--- src/sv/rdib_pkg.sv ---
// ----------------------------------------------------------------------------
// rdib_pkg
// Shared types, codes and tables of the run-length block decoder.
// ----------------------------------------------------------------------------
package rdib_pkg;

  localparam logic [1:0] MODE_COEF    = 2'd0;
  localparam logic [1:0] MODE_QUANT   = 2'd1;
  localparam logic [1:0] MODE_SCALE   = 2'd2;
  localparam logic [1:0] MODE_RESTART = 2'd3;

  localparam logic [15:0] PAD_WORD = 16'hFE00;

  localparam logic [5:0] ZIGZAG [64] = '{
    6'd0,  6'd1,  6'd8,  6'd16, 6'd9,  6'd2,  6'd3,  6'd10,
    6'd17, 6'd24, 6'd32, 6'd25, 6'd18, 6'd11, 6'd4,  6'd5,
    6'd12, 6'd19, 6'd26, 6'd33, 6'd40, 6'd48, 6'd41, 6'd34,
    6'd27, 6'd20, 6'd13, 6'd6,  6'd7,  6'd14, 6'd21, 6'd28,
    6'd35, 6'd42, 6'd49, 6'd56, 6'd57, 6'd50, 6'd43, 6'd36,
    6'd29, 6'd22, 6'd15, 6'd23, 6'd30, 6'd37, 6'd44, 6'd51,
    6'd58, 6'd59, 6'd52, 6'd45, 6'd38, 6'd31, 6'd39, 6'd46,
    6'd53, 6'd60, 6'd61, 6'd54, 6'd47, 6'd55, 6'd62, 6'd63
  };

  typedef struct packed {
    logic [1:0]         mode;
    logic [15:0]        coefficient_word;
    logic [6:0]         table_address;
    logic signed [15:0] table_value;
  } in_beat_t;

  typedef struct packed {
    logic signed [15:0] sample;
    logic [5:0]         position;
    logic [2:0]         block_number;
    logic               last;
  } out_beat_t;

  typedef struct packed {
    logic dc_wait;
    logic pad;
    logic k_end;
  } status_t;

  typedef struct packed {
    logic       quant_we;
    logic       scale_we;
    logic       restart;
    logic       dc_start;
    logic       ac_start;
    logic       dc_mul;
    logic       ac_mul1;
    logic       ac_mul2;
    logic       dc_wr;
    logic       ac_wr;
    logic       id_rd;
    logic       id_mul;
    logic       id_acc;
    logic       acc_first;
    logic       id_wr;
    logic       pass;
    logic [5:0] src_addr;
    logic [5:0] scale_addr;
    logic [5:0] dst_addr;
    logic       em_rd;
    logic       em_ld;
    logic [5:0] em_addr;
    logic       block_done;
  } cmd_t;

endpackage

--- src/sv/rdib_ctrl.sv ---
// ----------------------------------------------------------------------------
// rdib_ctrl
// Sequencer: coefficient decode steps, idct multiply-accumulate loop, emit.
// ----------------------------------------------------------------------------
module rdib_ctrl (
  input  logic               clk_i,
  input  logic               rst_ni,
  input  logic               in_valid_i,
  input  logic [1:0]         in_mode_i,
  input  rdib_pkg::status_t  status_i,
  input  logic               out_stall_i,
  output logic               in_stall_o,
  output rdib_pkg::cmd_t     cmd_o
);

  localparam logic [3:0] S_IDLE    = 4'd0;
  localparam logic [3:0] S_DC_MUL  = 4'd1;
  localparam logic [3:0] S_DC_WR   = 4'd2;
  localparam logic [3:0] S_AC_MUL1 = 4'd3;
  localparam logic [3:0] S_AC_MUL2 = 4'd4;
  localparam logic [3:0] S_AC_WR   = 4'd5;
  localparam logic [3:0] S_ID_RD   = 4'd6;
  localparam logic [3:0] S_ID_MUL  = 4'd7;
  localparam logic [3:0] S_ID_ACC  = 4'd8;
  localparam logic [3:0] S_ID_WR   = 4'd9;
  localparam logic [3:0] S_EM_RD   = 4'd10;
  localparam logic [3:0] S_EM_LD   = 4'd11;
  localparam logic [3:0] S_EM_HOLD = 4'd12;

  logic [3:0] state_q, state_d;
  logic       pass_q, pass_d;
  logic [2:0] c_q, c_d, r_q, r_d, z_q, z_d;
  logic [5:0] e_q, e_d;
  logic       accept;

  assign in_stall_o = (state_q != S_IDLE);
  assign accept     = in_valid_i && (state_q == S_IDLE);

  always_comb begin
    state_d = state_q;
    pass_d  = pass_q;
    c_d     = c_q;
    r_d     = r_q;
    z_d     = z_q;
    e_d     = e_q;
    cmd_o   = '0;
    cmd_o.pass       = pass_q;
    cmd_o.src_addr   = {z_q, r_q};
    cmd_o.scale_addr = {z_q, c_q};
    cmd_o.dst_addr   = {r_q, c_q};
    cmd_o.em_addr    = e_q;
    case (state_q)
      S_IDLE: begin
        if (accept) begin
          case (in_mode_i)
            rdib_pkg::MODE_QUANT:   cmd_o.quant_we = 1'b1;
            rdib_pkg::MODE_SCALE:   cmd_o.scale_we = 1'b1;
            rdib_pkg::MODE_RESTART: cmd_o.restart  = 1'b1;
            default: begin
              if (status_i.dc_wait) begin
                if (!status_i.pad) begin
                  cmd_o.dc_start = 1'b1;
                  state_d = S_DC_MUL;
                end
              end else if (!status_i.k_end) begin
                cmd_o.ac_start = 1'b1;
                state_d = S_AC_MUL1;
              end else begin
                pass_d  = 1'b0;
                c_d     = '0;
                r_d     = '0;
                z_d     = '0;
                state_d = S_ID_RD;
              end
            end
          endcase
        end
      end
      S_DC_MUL: begin
        cmd_o.dc_mul = 1'b1;
        state_d = S_DC_WR;
      end
      S_DC_WR: begin
        cmd_o.dc_wr = 1'b1;
        state_d = S_IDLE;
      end
      S_AC_MUL1: begin
        cmd_o.ac_mul1 = 1'b1;
        state_d = S_AC_MUL2;
      end
      S_AC_MUL2: begin
        cmd_o.ac_mul2 = 1'b1;
        state_d = S_AC_WR;
      end
      S_AC_WR: begin
        cmd_o.ac_wr = 1'b1;
        state_d = S_IDLE;
      end
      S_ID_RD: begin
        cmd_o.id_rd = 1'b1;
        state_d = S_ID_MUL;
      end
      S_ID_MUL: begin
        cmd_o.id_mul = 1'b1;
        state_d = S_ID_ACC;
      end
      S_ID_ACC: begin
        cmd_o.id_acc    = 1'b1;
        cmd_o.acc_first = (z_q == 3'd0);
        if (z_q == 3'd7) begin
          z_d = '0;
          state_d = S_ID_WR;
        end else begin
          z_d = z_q + 3'd1;
          state_d = S_ID_RD;
        end
      end
      S_ID_WR: begin
        cmd_o.id_wr = 1'b1;
        state_d = S_ID_RD;
        if (r_q == 3'd7) begin
          r_d = '0;
          if (c_q == 3'd7) begin
            c_d = '0;
            if (pass_q) begin
              e_d = '0;
              state_d = S_EM_RD;
            end else begin
              pass_d = 1'b1;
            end
          end else begin
            c_d = c_q + 3'd1;
          end
        end else begin
          r_d = r_q + 3'd1;
        end
      end
      S_EM_RD: begin
        cmd_o.em_rd = 1'b1;
        state_d = S_EM_LD;
      end
      S_EM_LD: begin
        cmd_o.em_ld = 1'b1;
        state_d = S_EM_HOLD;
      end
      S_EM_HOLD: begin
        if (!out_stall_i) begin
          if (e_q == 6'd63) begin
            cmd_o.block_done = 1'b1;
            state_d = S_IDLE;
          end else begin
            e_d = e_q + 6'd1;
            state_d = S_EM_RD;
          end
        end
      end
      default: state_d = S_IDLE;
    endcase
  end

  always_ff @(posedge clk_i or negedge rst_ni) begin
    if (!rst_ni) begin
      state_q <= S_IDLE;
      pass_q  <= 1'b0;
      c_q     <= '0;
      r_q     <= '0;
      z_q     <= '0;
      e_q     <= '0;
    end else begin
      state_q <= state_d;
      pass_q  <= pass_d;
      c_q     <= c_d;
      r_q     <= r_d;
      z_q     <= z_d;
      e_q     <= e_d;
    end
  end

endmodule

--- config.mk ---
export PLATFORM = sky130hd
export DESIGN_NAME = rdib_ctrl
export DESIGN_NICKNAME = d
export VERILOG_FILES = /design/src/sv/rdib_pkg.sv /design/src/sv/rdib_ctrl.sv
export SDC_FILE = /design/constraint.sdc
export NUM_CORES = 1
export LEC_CHECK = 0
export ABC_AREA = 1
export BUFFER_PORTS_ARGS = -buffer_cell sky130_fd_sc_hd__buf_2
export CELL_PAD_IN_SITES_DETAIL_PLACEMENT = 2
export CELL_PAD_IN_SITES_GLOBAL_PLACEMENT = 2
export CORE_AREA = 8 8 84 86
export DETAILED_ROUTE_END_ITERATION = 10
export DIE_AREA = 0 0 92 94
export GPL_TIMING_DRIVEN = 0
export PLACE_DENSITY_LB_ADDON = 0.1
export SYNTH_ARGS = -nofsm -noshare
export SYNTH_HDL_FRONTEND = slang
export SYNTH_SLANG_ARGS = --single-unit
--- constraint.sdc ---
create_clock -name clk_i -period 3.2 [get_ports clk_i]
set_clock_uncertainty 0.2 [all_clocks]
set_input_delay 0.48 -clock clk_i [delete_from_list [all_inputs] [get_ports clk_i]]
set_output_delay 0.48 -clock clk_i [all_outputs]
set_load 0.01 [all_outputs]
==> flow_summary.ini, run 1 <==
[synth]
number_of_synthesized_register_bits = 20
synth_top_flop_cell = sky130_fd_sc_hd__dfrtp_1
post_synth.cell_area_avg_um2 = 7.18
synth_cells = 227
synthDistinctLibCells = 30
synth-warning-count = 0
post_syn_nets = 245
post_synth_instance_area_mm2 = 0.00163
async_flop_share = 1.00
synth.yosys.seq_area_share = 0.307
edff_count_synth = 0

[clocking]
clock_tree_from_tritoncts = yes
clk_latency_ns = 0.25
postCtsResizedCells = 0
numCtsBuffers = 3
path_clk_slew_ns = 0.07
cts.htree.levels = 1
cts.path.max_buffers = 2
cts_setup_buffers = 0
cts-root-buf = sky130_fd_sc_hd__clkbuf_8
clock_sinks = 20

[critical_path]
crit_required_ns = 2.52
crit_arrival_ns = 1.74
cp_cell_sequence = ha_1 -> nand2_1 -> nor2_1 -> nand2_1 -> nor3_1 -> buf_2
timing.critical_path.fanout_max = 8
critical-path-max-stage-delay_ns = 0.50
type_of_element_launching_the_critical_path = register
endpoint_kind = output pin
cp_common_cell = sky130_fd_sc_hd__nand2_1
critPathKind = register to output pin
cp_slowest_cell = sky130_fd_sc_hd__dfrtp_1

[timing]
postLayoutSetupSlackWorst_ns = 0.776
period_share = 0.758
rsz0062_at_grt = false
fmax_mhz = 412
worstMarginPinSlew_ns = 0.488
timing.final.setup_violations = 0
final-hold-violation-count = 0
slew_headroom = 0.674
tns_setup_ns = 0
timing.final.crit_period_ns = 2.42
timing_max_transition_violations_final = 0

[cells_and_area]
ff_latch_area_um2 = 500
antenna_diode_count = 0
final_common_cell = sky130_fd_sc_hd__nand2_1
synthToLayoutAreaGrowth_pct = 24.9
post_route_cells_drive_above_1_share = 0.346
post-route-util = 0.354
multi_input_comb_area_um2 = 930
cell_area_after_layout_mm2 = 0.00203
mostFrequentLayoutCells = sky130_fd_sc_hd__nand2_1, sky130_fd_sc_hd__buf_2, sky130_fd_sc_hd__nand3_1, sky130_fd_sc_hd__nor2_1, sky130_fd_sc_hd__inv_1
fillers = 721
finalNetCount = 303

[place]
placement.setup.worst_slack_ns = 1.06
number_of_port_buffers = 52
placed_cell_areas_mm2 = 0.00198
globalplace.congestion = 0.755
dp_hpwl_mm = 4.24

[drt]
drc_errors = 0
detail_route.vias_per_cell = 4.60
detailroute.via_count = 1646
drt.antenna.violating_nets = 0
drtPass1Iterations = 4
drt-initial-drc-count = 44
route.detailed.wl_per_inst_um = 14.3
detail_route.wirelength_mm = 5.11

[min_path]
hp-class = register to register

[global_route]
grt_util_all_layers = 0.125
antenna_violations_before_repair = 0
largest_net_degree_at_the_start_of_global_routing = 21
gr-total-overflow = 0
global_route_wire_length_before_repair_mm = 9.00
grt_pass1_vias = 1816

[die]
ioPinCount = 53
floorplan.initialDensity = 0.284
die_w_um = 92
dieHeight_um = 94
number_of_placement_rows = 28
floorplan.core_area_mm2 = 0.00575
die_area_mm2 = 0.00865

[flow_run]
cap_violations = 0

[pwr]
totalPowerFinal_uw = 1010
cellLeakagePower_uw = 0.00122
peakVddDrop_mv = 0.225
power_density_mw_per_mm2 = 496

[status]
result_of_the_run = finished, final reports clean
-- timing repair --
| action | CTS | global route |
|---|---|---|
| hold buffers | 1 | 0 |
| endpoints found under the hold margin | 20 | 0 |
| endpoints found under the setup margin | 0 | 0 |
-- final timing paths --
check / startpoint / endpoint / slack [ns] / cells past startpoint
setup / recovery: e_q[0]$_DFFE_PN0P_ / cmd_o[0] / 0.78 / 6
hold / removal: e_q[1]$_DFFE_PN0P_ / e_q[1]$_DFFE_PN0P_ / 0.34 / 2
setup reg to reg: c_q[0]$_DFFE_PN0P_ / e_q[0]$_DFFE_PN0P_ / 1.29 / 9
hold reg to reg: e_q[1]$_DFFE_PN0P_ / e_q[1]$_DFFE_PN0P_ / 0.34 / 2
max in group asynchronous: rst_ni / e_q[4]$_DFFE_PN0P_ / 1.95 / 2
min in group asynchronous: rst_ni / r_q[0]$_DFFE_PN0P_ / 0.51 / 2
-- report_power, final --
group / internal [uW] / switching [uW] / total (uW)
Clock: 83.7 / 80.4 / 164
Combinational: 189 / 313 / 502
Sequential: 287 / 55.3 / 343
-- sequential cells by signal (all words and copies together), names as in the netlist --
name and cells:
e_q 6, c_q 3, z_q 3, pass_q 1, r_q 3, state_q 4
-- stage by stage --
stage	hold slack [ns]	instances
final	0.341	358
after global routing	0.396	358
after CTS	0.356	358
after detailed placement	0.271	354
after global placement	0.276	354
after floorplan	-0.0156	227
-- cell usage after synthesis (2+ instances only) --
| library cell | n | area share |
|---|---|---|
| sky130_fd_sc_hd__nand2_1 | 66 | 0.15 |
| sky130_fd_sc_hd__nand3_1 | 26 | 0.080 |
| sky130_fd_sc_hd__inv_1 | 22 | 0.051 |
| sky130_fd_sc_hd__nor2_1 | 22 | 0.051 |
| sky130_fd_sc_hd__dfrtp_1 | 20 | 0.31 |
| sky130_fd_sc_hd__buf_4 | 11 | 0.051 |
| sky130_fd_sc_hd__ha_1 | 9 | 0.069 |
| sky130_fd_sc_hd__nand2_2 | 7 | 0.027 |
| sky130_fd_sc_hd__nor2_4 | 6 | 0.041 |
| sky130_fd_sc_hd__nor3_1 | 6 | 0.018 |
| sky130_fd_sc_hd__inv_2 | 4 | 0.0092 |
| sky130_fd_sc_hd__nand2_4 | 4 | 0.028 |
| sky130_fd_sc_hd__a21oi_1 | 2 | 0.0061 |
| sky130_fd_sc_hd__nand3_2 | 2 | 0.012 |
| sky130_fd_sc_hd__nand4_1 | 2 | 0.0077 |
| sky130_fd_sc_hd__nor2_2 | 2 | 0.0077 |
| sky130_fd_sc_hd__o21ai_0 | 2 | 0.0061 |
| sky130_fd_sc_hd__o21ai_1 | 2 | 0.0061 |
-- logic make-up after synthesis --
kind of cell / synth area share
DFF: 0.307
adders and majority gates: 0.0691
buffers and inverters: 0.122
AOI/OAI and AO/OA: 0.0238
and+or+nand+nor: 0.478
-- critical path: cells and delay by family, from the launching register on --
family / cells / cell delay, ns
buffers and inverters: 1 / 0.18
adders and majority gates: 1 / 0.23
DFF: 1 / 0.50
and+or+nand+nor: 4 / 0.57
-- area by class of cell --
class | instances | share of cell area
multi-input cells | 167 | 0.457
plain buffers | 11 | 0.0406
repair buffers | 53 | 0.133
clock buffers | 3 | 0.0203
flip-flops and latches | 20 | 0.246
well taps | 75 | 0.0461
inverters | 29 | 0.0572
-- metal layers --
metal | vias to the layer above | routed length [um] | global-route usage
met5 | - | 0 | 0
met4 | 0 | 22 | 0.0161
met3 | 2 | 315 | 0.0400
met2 | 34 | 2420 | 0.214
met1 | 787 | 2360 | 0.152
li1 | 823 | - | -
(Power assumes the default switching activity.)
==> run 2, diff against run 1 <==
CORE_AREA = 8 8 92 94   (was 8 8 84 86)
DIE_AREA = 0 0 100 102   (was 0 0 92 94)
clock period = 2.2 ns   (was 3.2 ns; I/O delays follow)
==> run 2 against run 1 <==
Net effect: total power rose by 56%; final cell count rose by 7.5%; hold slack got worse by 0.12 ns; combinational power rose by 52%; global-route usage fell by 1.5 points; routed wire length rose by 4.1%; final area rose by 3.5%; critical path depth did not move; register-to-register slack got worse by 0.96 ns; sequential power rose by 47%.
==> flow_summary.ini, run 2 (synthesis gave the netlist of run 1 again) <==
[cells_and_area]
largest_reg_flops = 6
final_common_cell = sky130_fd_sc_hd__nand2_1
synthToLayoutAreaGrowth_pct = 29.3
fillers = 898
biggest_register = e_q
finalNetCount = 305
antenna_diode_count = 0
final_cell_count_no_fill = 385
mostFrequentLayoutCells = sky130_fd_sc_hd__nand2_1, sky130_fd_sc_hd__buf_2, sky130_fd_sc_hd__nand3_1, sky130_fd_sc_hd__nor2_1, sky130_fd_sc_hd__inv_1
largest_registers = e_q: 6 flops, state_q: 4 flops
post_route_cells_drive_above_1_share = 0.378
cell_area_after_layout_mm2 = 0.00211

[timing]
timing_max_transition_violations_final = 0
slew_headroom = 0.673
hold-worst-slack_ns = 0.218
worstMarginPinSlew_ns = 0.491
period_share = 0.961
timing.final.crit_period_ns = 2.11
rsz0062_at_grt = true
timing.final.setup_violations = 0
fmax_mhz = 473
final-hold-violation-count = 0

[pwr]
peakVddDrop_mv = 0.205
power_density_mw_per_mm2 = 745
cellLeakagePower_uw = 0.00124

[clocking]
clock_tree_from_tritoncts = yes
clock_sinks = 20
numCtsBuffers = 3
clk_latency_ns = 0.27
path_clk_slew_ns = 0.08
cts.path.max_buffers = 2
cts-root-buf = sky130_fd_sc_hd__clkbuf_8
cts.htree.levels = 1

[global_route]
global_route_wire_length_before_repair_mm = 9.07
grtUsageMet3 = 0.0272
antenna_violations_before_repair = 0
grt_util_all_layers = 0.110
grt_use_met2 = 0.194
grt_pass1_vias = 1827
met1_usage = 0.131
largest_net_degree_at_the_start_of_global_routing = 21
top_usage_layer = met2
gr-total-overflow = 0

[die]
floorplan.initialDensity = 0.231
ioPinCount = 53
die_w_um = 100
dieHeight_um = 102
number_of_placement_rows = 31
die_area_mm2 = 0.0102
floorplan.core_area_mm2 = 0.00706

[drt]
detail_route.vias_per_cell = 4.34
drt-initial-drc-count = 24
detailroute.via_count = 1669
drtPass1Iterations = 4
detail_route.wirelength_mm = 5.32
drt.antenna.violating_nets = 0
route.detailed.wl_per_inst_um = 13.8
drc_errors = 0

[status]
result_of_the_run = finished, final reports clean

[min_path]
hp-class = input pin to register

[critical_path]
type_of_element_launching_the_critical_path = register
timing.critical_path.fanout_max = 5
crit_required_ns = 1.67
crit_arrival_ns = 1.58
endpoint_kind = output pin
critPathKind = register to output pin

[place]
placed_cells_incl_taps = 378
globalplace.congestion = 0.752
placed_cell_areas_mm2 = 0.00201
dp_hpwl_mm = 4.39
number_of_port_buffers = 52

[flow_run]
cap_violations = 0
-- run 2: cell type report --
cell class	count	area, um2	area share
Clock buffer	4	55.1	0.0261
Tap cell	99	124	0.0588
Inverter	29	116	0.0553
Buffer	11	82.6	0.0392
Sequential cell	20	505	0.240
Timing Repair Buffer	55	285	0.135
Multi-Input combinational cell	167	937	0.445
-- run 2: critical path, stage by stage (launching register included) --
cell,delay [ns]
sky130_fd_sc_hd__dfrtp_2,0.45
sky130_fd_sc_hd__inv_2,0.13
sky130_fd_sc_hd__nand2_4,0.12
sky130_fd_sc_hd__nor2_8,0.14
sky130_fd_sc_hd__nand2_1,0.14
sky130_fd_sc_hd__nor3_1,0.17
sky130_fd_sc_hd__buf_2,0.16
-- run 2: report_power, final --
group | switching, uW | internal [uW] | total (uW)
Combinational | 474 | 291 | 765
Clock | 138 | 160 | 298
Sequential | 83.5 | 422 | 505
Total | 696 | 872 | 1570
-- run 2: routing by layer --
metal | part of all wire | up-vias
li1 | - | 830
met1 | 0.45 | 805
met2 | 0.50 | 27
met3 | 0.041 | 7
met4 | 0.010 | 0
met5 | 0 | -
-- run 2: path summary, 6_finish.rpt --
kind | startpoint | end | slack, ns | depth (start not counted)
max in group asynchronous | rst_ni | e_q[0]$_DFFE_PN0P_ | 1.08 | 2
min in group asynchronous | rst_ni | r_q[2]$_DFFE_PN0P_ | 0.36 | 2
hold reg to reg | e_q[1]$_DFFE_PN0P_ | e_q[1]$_DFFE_PN0P_ | 0.33 | 2
setup reg to reg | c_q[0]$_DFFE_PN0P_ | e_q[0]$_DFFE_PN0P_ | 0.33 | 9
setup / recovery | state_q[0]$_DFFE_PN0P_ | cmd_o[40] | 0.09 | 6
hold / removal | out_stall_i | state_q[2]$_DFFE_PN0P_ | 0.22 | 3
-- run 2: per-stage QoR --
stage	setup slack, ns	TNS, ns	utilization	total power [uW]
after detailed placement	0.262	0	0.285	1270
after floorplan	0.436	0	-	1010
after CTS	0.0377	0	0.296	1600
after global placement	0.257	0	0.285	1250
final	0.0854	0	0.298	1570
after global routing	-0.00412	-0.00412	0.298	1700
-- run 2: repair_timing --
item                                    4_1_cts  5_1_grt
gates resized for setup                       3        4
pin swaps                                     1        0
endpoints found under the setup margin        3        5
hold buffers                                  1        0
endpoints found under the hold margin        20        0
setup buffers                                 1        1
==> run 3, diff against run 2 <==
ABC_AREA = 0   (was 1)
CORE_AREA = 8 8 86 88   (was 8 8 92 94)
DIE_AREA = 0 0 94 96   (was 0 0 100 102)
==> run 3 against run 2 <==
Net effect: utilization is 2.3 points higher; critical path depth is 2 lower; non-clock buffer count is 9 higher; synthesized cell count is 24% lower; flip-flop and latch count stayed put; worst setup slack worse by 0.012 ns; largest cell class unchanged; largest power group unchanged.
==> flow_summary.ini, run 3 <==
[status]
result_of_the_run = finished, final reports clean

[synth]
edff_count_synth = 0
synthMostInstantiatedCell = sky130_fd_sc_hd__nor2_1
synthDistinctLibCells = 38
synth_commonest_cells = sky130_fd_sc_hd__nor2_1, sky130_fd_sc_hd__dfrtp_1, sky130_fd_sc_hd__nand2_1
post_syn_nets = 190
synth_cells = 172
synth.yosys.seq_area_share = 0.340
async_flop_share = 1.00
yosys.area.top_type = sky130_fd_sc_hd__dfrtp_1
number_of_synthesized_register_bits = 20
synthTopCellsByArea = sky130_fd_sc_hd__dfrtp_1, sky130_fd_sc_hd__ha_1, sky130_fd_sc_hd__nor2_1, sky130_fd_sc_hd__buf_4, sky130_fd_sc_hd__nand3_1
synth_top_flop_cell = sky130_fd_sc_hd__dfrtp_1
synth-warning-count = 0
post_synth_instance_area_mm2 = 0.00147
netlist.area_leader.share = 0.340
post_synth.cell_area_avg_um2 = 8.55

[place]
dp_hpwl_mm = 4.18
globalplace.congestion = 0.804
placed_cells_incl_taps = 300
placement.setup.worst_slack_ns = 0.00836
placed_cell_areas_mm2 = 0.00182
number_of_port_buffers = 51

[timing]
period_share = 0.967
timing.final.setup_violations = 0
timing.final.crit_period_ns = 2.13
timing_max_transition_violations_final = 0
postLayoutSetupSlackWorst_ns = 0.0735
final-hold-violation-count = 0
tns_setup_ns = 0
fmax_mhz = 470
worstMarginPinSlew_ns = 0.514
slew_headroom = 0.657

[drt]
drt.antenna.violating_nets = 0
highest_metal_layer_with_signal_wires = met4
drt-initial-drc-count = 37
drc_errors = 0
m1WireLength_mm = 2.23
wl_met3_um = 205
route.detailed.wl_per_inst_um = 17.4
drtPass1Iterations = 4
detail_route.wirelength_mm = 5.36
detail_route.vias_per_cell = 5.04
routed-wl-met2_mm = 2.88
detailroute.via_count = 1547

[cells_and_area]
finalNetCount = 250
antenna_diode_count = 0
cell_area_after_layout_mm2 = 0.00196
largest_registers = e_q: 6 flops, state_q: 4 flops
synthToLayoutAreaGrowth_pct = 33.4
mostFrequentLayoutCells = sky130_fd_sc_hd__buf_2, sky130_fd_sc_hd__nor2_1, sky130_fd_sc_hd__dfrtp_1, sky130_fd_sc_hd__buf_4, sky130_fd_sc_hd__nand2_1
post_route_cells_drive_above_1_share = 0.387
biggest_register = e_q
final_common_cell = sky130_fd_sc_hd__buf_2
final_cell_count_no_fill = 307
largest_reg_flops = 6
fillers = 734

[global_route]
grt_util_all_layers = 0.120
grt_pass1_vias = 1707
largest_net_degree_at_the_start_of_global_routing = 21
gr-total-overflow = 0
antenna_violations_before_repair = 0
global_route_wire_length_before_repair_mm = 8.67

[critical_path]
critical-path-max-stage-delay_ns = 0.47
instance_count_on_the_critical_path = 4
cp_slowest_cell = sky130_fd_sc_hd__dfrtp_1
endpoint_kind = output pin
timing.critical_path.fanout_max = 10
cp_num_buf_inv = 2
cp_cell_sequence = clkbuf_4 -> nand4bb_4 -> nor4_2 -> buf_2
worstRegToRegCells = 6
type_of_element_launching_the_critical_path = register
cp_top_family = flip-flops
crit_required_ns = 1.67
crit_arrival_ns = 1.60
critPathKind = register to output pin

[clocking]
clock_tree_from_tritoncts = yes
clock_sinks = 20
cts-root-buf = sky130_fd_sc_hd__clkbuf_8
path_clk_slew_ns = 0.08
numCtsBuffers = 3
cts.path.max_buffers = 2
clk_latency_ns = 0.26
cts.htree.levels = 1

[pwr]
peakVddDrop_mv = 0.287
cellLeakagePower_uw = 0.000999
power_density_mw_per_mm2 = 718

[die]
die_area_mm2 = 0.00902
die_w_um = 94
floorplan.core_area_mm2 = 0.00610
dieHeight_um = 96
floorplan.initialDensity = 0.241
number_of_placement_rows = 29
ioPinCount = 53

[min_path]
whs_path_depth = 3
hp-class = input pin to register

[flow_run]
cap_violations = 0
run 3: cell count changes in the layout (fill, tap and decap cells not counted), sizes merged, moves of 5 or more:
| cell | previous run | this run |
|---|---|---|
| nand2 | 77 | 13 |
| inv | 27 | 8 |
| nand3 | 29 | 11 |
| nor2 | 31 | 23 |
| nand2b | 0 | 7 |
| a22o | 0 | 6 |
| a31oi | 0 | 5 |
| buf | 65 | 70 |
| nor3 | 6 | 11 |
run 3: final timing paths:
kind,from,end,slack (ns)
worst max-delay path,state_q[0]$_DFFE_PN0P_,cmd_o[0],0.07
worst min-delay path,out_stall_i,state_q[2]$_DFFE_PN0P_,0.28
worst max register to register,r_q[0]$_DFFE_PN0P_,e_q[1]$_DFFE_PN0P_,0.13
worst min register to register,e_q[2]$_DFFE_PN0P_,e_q[2]$_DFFE_PN0P_,0.35
max in group asynchronous,rst_ni,state_q[3]$_DFFE_PN0P_,1.06
min in group asynchronous,rst_ni,r_q[2]$_DFFE_PN0P_,0.37
run 3: logic make-up after synthesis:
logic type	count (synthesis)	synth area share
simple gates	78	0.286
compound gates	35	0.169
buf+inv	28	0.112
flops	20	0.340
mux	2	0.0153
fa+ha+maj	9	0.0766
run 3: worst min-delay path: cells and delay by family:
kind | cells | cell delay, ns
buffers and inverters | 1 | 0.20
AO/OA/AOI/OAI | 1 | 0.05
AND/OR/NAND/NOR | 1 | 0.11
run 3: per-stage QoR:
| stage | util | hold slack (ns) | total power (uW) |
|---|---|---|---|
| floorplan | - | -0.166 | 865 |
| global placement | 0.299 | 0.125 | 1070 |
| detailed placement | 0.299 | 0.136 | 1100 |
| CTS | 0.314 | 0.278 | 1420 |
| global route | 0.322 | 0.346 | 1500 |
| finish | 0.322 | 0.282 | 1410 |
run 3: area by class of cell:
type	count	area, um2	area share
Multi-Input combinational cell	124	862	0.440
Sequential cell	20	503	0.257
Timing Repair Buffer	55	288	0.147
Buffer	20	140	0.0715
Tap cell	77	96.3	0.0491
Clock buffer	3	41.3	0.0211
Inverter	8	30.0	0.0153
run 3: timing repair:
action | in CTS | in global routing
setup buffers | 1 | 2
hold buffers | 1 | 0
setup endpoints to repair | 9 | 8
hold endpoints to repair | 20 | 0
gates resized for setup | 8 | 6
pin swaps | 1 | 1
run 3: metal layers:
layer	global-route usage	vias to the layer above
met1	0.132	791
li1	-	727
met3	0.0179	2
met5	0	-
met2	0.230	27
met4	0.0357	0
run 3: report_power, final:
group,switching (uW),leakage [uW],internal (uW),total [uW]
clock network,125,0.0000216,122,247
logic,385,0.000721,301,686
registers,60.4,0.000256,414,474
total,571,0.000999,837,1410
